### config.mk
export PLATFORM = sky130hd
export DESIGN_NAME = bounded_id_set_table
export DESIGN_NICKNAME = d
export VERILOG_FILES = /design/src/rtl/idset_pkg.sv /design/src/rtl/idset_ram.sv /design/src/rtl/bounded_id_set_table.sv
export SDC_FILE = /design/constraint.sdc
export NUM_CORES = 2
export LEC_CHECK = 0
export ABC_CLOCK_PERIOD_IN_PS = 6100
export BUFFER_PORTS_ARGS = -buffer_cell sky130_fd_sc_hd__clkbuf_2
export CORE_MARGIN = 8
export CORE_UTILIZATION = 40
export CTS_CLUSTER_DIAMETER = 80
export DETAILED_ROUTE_END_ITERATION = 10
export PLACE_DENSITY = 0.56
export SYNTH_ARGS = -nofsm -noshare
export SYNTH_HDL_FRONTEND = slang
export SYNTH_SLANG_ARGS = --single-unit
### constraint.sdc
create_clock -name clock -period 6.1 [get_ports clock]
set_input_delay 0 -clock clock [delete_from_list [all_inputs] [get_ports clock]]
set_output_delay 0 -clock clock [all_outputs]
set_load 0.01 [all_outputs]
### src/rtl/idset_pkg.sv
// shared constants and codes for the bounded identifier set table
// no dependencies; used by bounded_id_set_table
package idset_pkg;

   localparam int unsigned CapacityDefault = 64;
   localparam int unsigned IdWidth         = 32;
   localparam int unsigned OpWidth         = 2;
   localparam int unsigned StatusWidth     = 2;
   localparam int unsigned OccWidth        = 7;

   typedef enum logic [OpWidth-1:0] {
      OP_INSERT = 2'd0,
      OP_FIND   = 2'd1,
      OP_FLUSH  = 2'd2
   } op_type;

   typedef enum logic [StatusWidth-1:0] {
      ST_OK     = 2'd0,
      ST_FULL   = 2'd1,
      ST_ABSENT = 2'd2
   } status_type;

endpackage

### src/rtl/idset_ram.sv
// generic single-write, single-read ram with registered read data
// no dependencies; instanced by bounded_id_set_table
module idset_ram #(
   parameter int unsigned WIDTH = 32,
   parameter int unsigned DEPTH = 64
) (
   input  logic                                       clock,
   input  logic                                       wr_en,
   input  logic [((DEPTH > 1) ? $clog2(DEPTH) : 1)-1:0] wr_addr,
   input  logic [WIDTH-1:0]                           wr_data,
   input  logic                                       rd_en,
   input  logic [((DEPTH > 1) ? $clog2(DEPTH) : 1)-1:0] rd_addr,
   output logic [WIDTH-1:0]                           rd_data
);

   logic [WIDTH-1:0] mem_ff [DEPTH];
   logic [WIDTH-1:0] rd_data_ff;

   always_ff @(posedge clock) begin
      if (wr_en) begin
         mem_ff[wr_addr] <= wr_data;
      end
      if (rd_en) begin
         rd_data_ff <= mem_ff[rd_addr];
      end
   end

   assign rd_data = rd_data_ff;

endmodule

### src/rtl/bounded_id_set_table.sv
// top level of the bounded identifier set table: sequencer, compare unit and count
// depends on idset_pkg and idset_ram
//
// Holds up to CAPACITY distinct 32-bit identifiers in a ram filled from entry 0 upward.
// A request is taken when req_valid is high and req_stall low; req_stall stays high while
// the request is worked on. Insert and find scan the stored entries through the ram's
// single read port, one entry per cycle through one 32-bit comparator, stopping at the
// first match: such a request holds the input until the scan ends, plus any wait for
// the output register, and its response is then registered. Flush, an insert into a
// full table and the unused operation code need no scan. A new request is accepted
// while an earlier response still waits on rsp_stall; the next response waits until
// the output register is free. No clearing pass is needed after reset.
module bounded_id_set_table #(
   parameter int unsigned CAPACITY = idset_pkg::CapacityDefault
) (
   input  logic                                clock,
   input  logic                                reset,
   input  logic                                req_valid,
   output logic                                req_stall,
   input  logic [idset_pkg::OpWidth-1:0]       req_operation,
   input  logic [idset_pkg::IdWidth-1:0]       req_ident,
   output logic                                rsp_valid,
   input  logic                                rsp_stall,
   output logic [idset_pkg::StatusWidth-1:0]   rsp_status,
   output logic [idset_pkg::OccWidth-1:0]      rsp_occupancy
);

   localparam int unsigned CntW  = $clog2(CAPACITY + 1);
   localparam int unsigned AddrW = (CAPACITY > 1) ? $clog2(CAPACITY) : 1;
   localparam logic [CntW-1:0] CapCount = CntW'(CAPACITY);

   typedef enum logic {
      IDLE,
      WORK
   } state_type;

   state_type                            state_ff;
   logic [idset_pkg::OpWidth-1:0]        op_ff;
   logic [idset_pkg::IdWidth-1:0]        key_ff;
   logic [CntW-1:0]                      idx_ff;
   logic                                 pend_ff;
   logic [CntW-1:0]                      count_ff;
   logic                                 rsp_valid_ff;
   logic [idset_pkg::StatusWidth-1:0]    rsp_status_ff;
   logic [idset_pkg::OccWidth-1:0]       rsp_occ_ff;

   logic [CntW-1:0]                      count_in;
   idset_pkg::status_type                status_in;
   logic [idset_pkg::IdWidth-1:0]        rd_data;
   logic                                 issuing;
   logic                                 hit;
   logic                                 out_free;
   logic                                 done;
   logic                                 scan;
   logic                                 add_new;
   logic                                 finish;
   logic                                 rd_en;
   logic                                 wr_en;

   assign issuing  = idx_ff < count_ff;
   assign hit      = pend_ff && (rd_data == key_ff);
   assign out_free = !rsp_valid_ff || !rsp_stall;

   always_comb begin
      done      = 1'b0;
      scan      = 1'b0;
      add_new   = 1'b0;
      status_in = idset_pkg::ST_OK;
      count_in  = count_ff;
      if (state_ff == WORK) begin
         case (op_ff)
            idset_pkg::OP_INSERT: begin
               if (count_ff >= CapCount) begin
                  done      = 1'b1;
                  status_in = idset_pkg::ST_FULL;
               end else begin
                  scan = 1'b1;
                  if (hit) begin
                     done = 1'b1;
                  end else if (!issuing) begin
                     done     = 1'b1;
                     add_new  = 1'b1;
                     count_in = count_ff + CntW'(1);
                  end
               end
            end
            idset_pkg::OP_FIND: begin
               scan = 1'b1;
               if (hit) begin
                  done = 1'b1;
               end else if (!issuing) begin
                  done      = 1'b1;
                  status_in = idset_pkg::ST_ABSENT;
               end
            end
            idset_pkg::OP_FLUSH: begin
               done     = 1'b1;
               count_in = '0;
            end
            default: begin
               done = 1'b1;
            end
         endcase
      end
   end

   assign finish = done && out_free;
   assign rd_en  = scan && !done;
   assign wr_en  = finish && add_new;

   idset_ram #(
      .WIDTH (idset_pkg::IdWidth),
      .DEPTH (CAPACITY)
   ) u_store (
      .clock   (clock),
      .wr_en   (wr_en),
      .wr_addr (count_ff[AddrW-1:0]),
      .wr_data (key_ff),
      .rd_en   (rd_en),
      .rd_addr (idx_ff[AddrW-1:0]),
      .rd_data (rd_data)
   );

   always_ff @(posedge clock) begin
      if (reset) begin
         state_ff     <= IDLE;
         count_ff     <= '0;
         pend_ff      <= 1'b0;
         rsp_valid_ff <= 1'b0;
      end else begin
         if (rsp_valid_ff && !rsp_stall && !finish) begin
            rsp_valid_ff <= 1'b0;
         end
         case (state_ff)
            IDLE: begin
               if (req_valid) begin
                  op_ff    <= req_operation;
                  key_ff   <= req_ident;
                  idx_ff   <= '0;
                  pend_ff  <= 1'b0;
                  state_ff <= WORK;
               end
            end
            WORK: begin
               if (finish) begin
                  rsp_valid_ff  <= 1'b1;
                  rsp_status_ff <= status_in;
                  rsp_occ_ff    <= idset_pkg::OccWidth'(count_in);
                  count_ff      <= count_in;
                  state_ff      <= IDLE;
               end else if (rd_en) begin
                  idx_ff  <= idx_ff + CntW'(1);
                  pend_ff <= 1'b1;
               end
            end
            default: begin
               state_ff <= IDLE;
            end
         endcase
      end
   end

   assign req_stall     = (state_ff != IDLE);
   assign rsp_valid     = rsp_valid_ff;
   assign rsp_status    = rsp_status_ff;
   assign rsp_occupancy = rsp_occ_ff;

   // count within capacity
   a_count_bound: assert property (@(posedge clock) disable iff (reset)
      count_ff <= CapCount)
      else $error("stored count above capacity");

   // appends only while room remains
   a_write_room: assert property (@(posedge clock) disable iff (reset)
      wr_en |-> (count_ff < CapCount))
      else $error("store written while full");

   // full status only from a full table
   a_full_status: assert property (@(posedge clock) disable iff (reset)
      (finish && (status_in == idset_pkg::ST_FULL)) |-> (count_ff == CapCount))
      else $error("full status with room left");

   // flush empties the set and posts a response
   a_flush_empty: assert property (@(posedge clock) disable iff (reset)
      (finish && (op_ff == idset_pkg::OP_FLUSH)) |=> (count_ff == '0) && rsp_valid_ff)
      else $error("flush left entries");

endmodule
==> flow_metrics.env <==
export IMPL_status="finished, final reports clean"
export IMPL_maxCapViolCount=0
export IMPL_via_count=36182
export IMPL_tns_ps=0
export IMPL_clkTransAtPathRegs_ps=60
export IMPL_netlist_instances=3237
export IMPL_path_cells="o22ai_1 -> nor4_1 -> nand4_2 -> a31o_1 -> or4b_1 -> nor2_4 -> buf_4"
export IMPL_cts_hold_fix_buffers=73
export IMPL_die_y_um=468
export IMPL_synthAdderAreaFrac=0.00138
export IMPL_instances_no_fill=6409
export IMPL_antenna_found_initial=29
export IMPL_antenna_left=0
export IMPL_dr_wl_met2_mm=96.1
export IMPL_routed_wirelength_mm=200
export IMPL_post_dp_hpwl_mm=121
export IMPL_synth_compound_area_frac=0.00287
export IMPL_worstPathMaxFanout=18
export IMPL_synth_most_common_cell="edfxtp_1"
export IMPL_cpPeakStageDelay_ps=910
export IMPL_post_cts_setup_buffer_count=0
export IMPL_port_buffers=48
export IMPL_muxShareOfSynthArea=0.186
export IMPL_synth_area_um2=81600
export IMPL_fin_crit_ps=4780
export IMPL_top_layer_used="met5"
export IMPL_synthSimpleGateAreaFrac=0.00980
export IMPL_synth_area_per_cell_um2=25.2
export IMPL_peakVddDrop_uv=283
export IMPL_cts_resized_gates=0
export IMPL_crit_arrival_ps=5300
export IMPL_drive_gt1_frac=0.330
export IMPL_dr_wl_met3_mm=12.7
export IMPL_grt_pass1_wl_mm=284
export IMPL_yosysWarnings=0
export IMPL_synth_edff_count=2130
export IMPL_drtPass1Iterations=5
export IMPL_top_level_ports=49
export IMPL_whs_ps=33.9
export IMPL_clk_path_buf_depth=3
export IMPL_powerDensity_nw_per_um2=323
export IMPL_routedWlPerCell_um=31.2
export IMPL_yosysSeqAreaShare=0.787
export IMPL_async_flop_share=0
export IMPL_hold_path_class="in2reg"
export IMPL_ctsRootBufferMaster="clkbuf_16"
export IMPL_worstSetupEndpointType="register"
export IMPL_yosysTopAreaCell="edfxtp_1"
export IMPL_dieArea_um2=219000
export IMPL_met1_length_mm=88.5
export IMPL_cts_tree="built"
export IMPL_drt_iter0_markers=4498
export IMPL_yosys_cell_types_count=45
export IMPL_period_share=0.783
export IMPL_synth_flop_cell="edfxtp_1"
export IMPL_grt_setup_unrepaired="false"
export IMPL_final_hold_viol_count=0
export IMPL_critPathKind="reg2reg"
export IMPL_row_count=165
export IMPL_die_w_um=468
export IMPL_grt_pass1_vias=36611
export IMPL_viasPerCell=5.65
export IMPL_ys_seq_elements=2140
export IMPL_cts_sinks=2140
export IMPL_overflow=0
export IMPL_power_w=0.0303
export IMPL_setup_viol=0
export IMPL_synth_top_cells_by_count="edfxtp_1, mux4_2, clkbuf_1"
export IMPL_post_place_ws_ps=1330
export IMPL_grt_max_degree=127
export IMPL_place_gp_congestion=0.772
export IMPL_fp_coreArea_um2=203000
export IMPL_cp_slowest_cell="or4b_1"
export IMPL_cp_required_ps=6630
export IMPL_finalNetCount=3597
export IMPL_max_slew_margin_rel=0.341
export IMPL_setup_ws_ps=1320
export IMPL_grt_usage=0.182
export IMPL_synth_xor_area_share=0.00387
export IMPL_synth_top_area_frac=0.784
export IMPL_leakage_nw=28.5
export IMPL_worstMarginPinSlew_ps=989
export IMPL_fillers=16422
export IMPL_syn_to_final_growth_pct=15.0
export IMPL_synth_fp_nets=3284
export IMPL_synth_top_family_by_area="multiplexers"
export IMPL_finalClockSkew_ps=38.1
export IMPL_synthTopCellsByArea="edfxtp_1, mux4_2, clkbuf_1"
export IMPL_start_util=0.403
export IMPL_insertion_delay_ps=840
export IMPL_slew_violations=0
export IMPL_start_kind="register"
export IMPL_ctsHtreeMaxLevel=4
export IMPL_cts_inserted_buffers=210
export IMPL_dp_cells=5937
export IMPL_fmax_mhz=209
export IMPL_drc=0
-- final cells by class --
type	instances	area [µm²]	area share
diodes	9	22.5	0.000240
repair buffers	269	2420	0.0258
flip-flops and latches	2140	64200	0.684
multi-input cells	915	17100	0.182
clock inverters	130	1240	0.0132
well taps	2672	3340	0.0356
inverters	14	52.6	0.000560
clock buffers	260	5490	0.0585
-- worst max-delay path: cells and delay by family (launching register included) --
family	cells	cell delay, ps
AO/OA/AOI/OAI	2	690
buffers and inverters	1	300
flip-flops	1	530
AND/OR/NAND/NOR	4	2910
-- cells in the final DEF (no fill, tap or decap), drive strengths merged, types with 6 or more instances in the layout --
| master | instances |
|---|---|
| clkbuf | 308 |
| clkinv | 103 |
| edfxtp | 2130 |
| nor2 | 83 |
| dfxtp | 10 |
| dlygate4sd3 | 73 |
| ha | 9 |
| a21oi | 9 |
| inv | 18 |
| xnor2 | 34 |
| nand3 | 11 |
| and2 | 6 |
| mux4 | 672 |
| bufinv | 19 |
| nand2 | 18 |
| diode | 9 |
| or4 | 9 |
| buf | 148 |
| nor3 | 7 |
| nand4 | 10 |
-- stage by stage --
| stage | utilization | instance area (µm²) |
|---|---|---|
| 2_1_floorplan | - | 81600 |
| 3_3_place_gp | 0.426 | 86300 |
| 3_5_place_dp | 0.426 | 86300 |
| 4_1_cts | 0.463 | 93800 |
| 5_1_grt | 0.463 | 93800 |
| 6_report | 0.463 | 93800 |
-- cell families after synthesis --
| kind of cell | Yosys count |
|---|---|
| buf+inv | 182 |
| flops | 2140 |
| simple gates | 163 |
| mux | 673 |
| fa+ha+maj | 9 |
| xor+xnor | 36 |
| compound gates | 34 |
-- power breakdown --
group / total (W) / internal [W] / switching [W] / leakage (nW)
clock: 0.0127 / 0.00719 / 0.00550 / 3.28
combinational: 0.00143 / 0.000562 / 0.000871 / 6.00
sequential: 0.0162 / 0.0161 / 0.0000227 / 19.2
-- per-layer routing --
layer	track usage	vias to the layer above
met2	0.288	1177
li1	-	14751
met1	0.270	20030
met4	0.0318	4
met3	0.0302	220
met5	0	-
-- path summary, 6_finish.rpt --
path	start	to	slack, ps	depth (start not counted)
setup / recovery	key_ff[18]	u_store.mem_ff[4][23]	1320	7
hold reg to reg	pend_ff	pend_ff	550	2
setup reg to reg	key_ff[18]	u_store.mem_ff[4][23]	1320	7
hold / removal	req_ident[29]	key_ff[29]	30	2
-- registers in the layout, summed over array words and instances, names as in the netlist --
name / count
u_store.rd_data: 32
req_stall: 1
rsp_valid: 1
rsp_status: 2
key_ff: 32
u_store.mem_ff: 2048
idx_ff: 7
op_ff: 2
count_ff: 7
rsp_occupancy: 7
pend_ff: 1
Power figures use the tool's default switching activity.
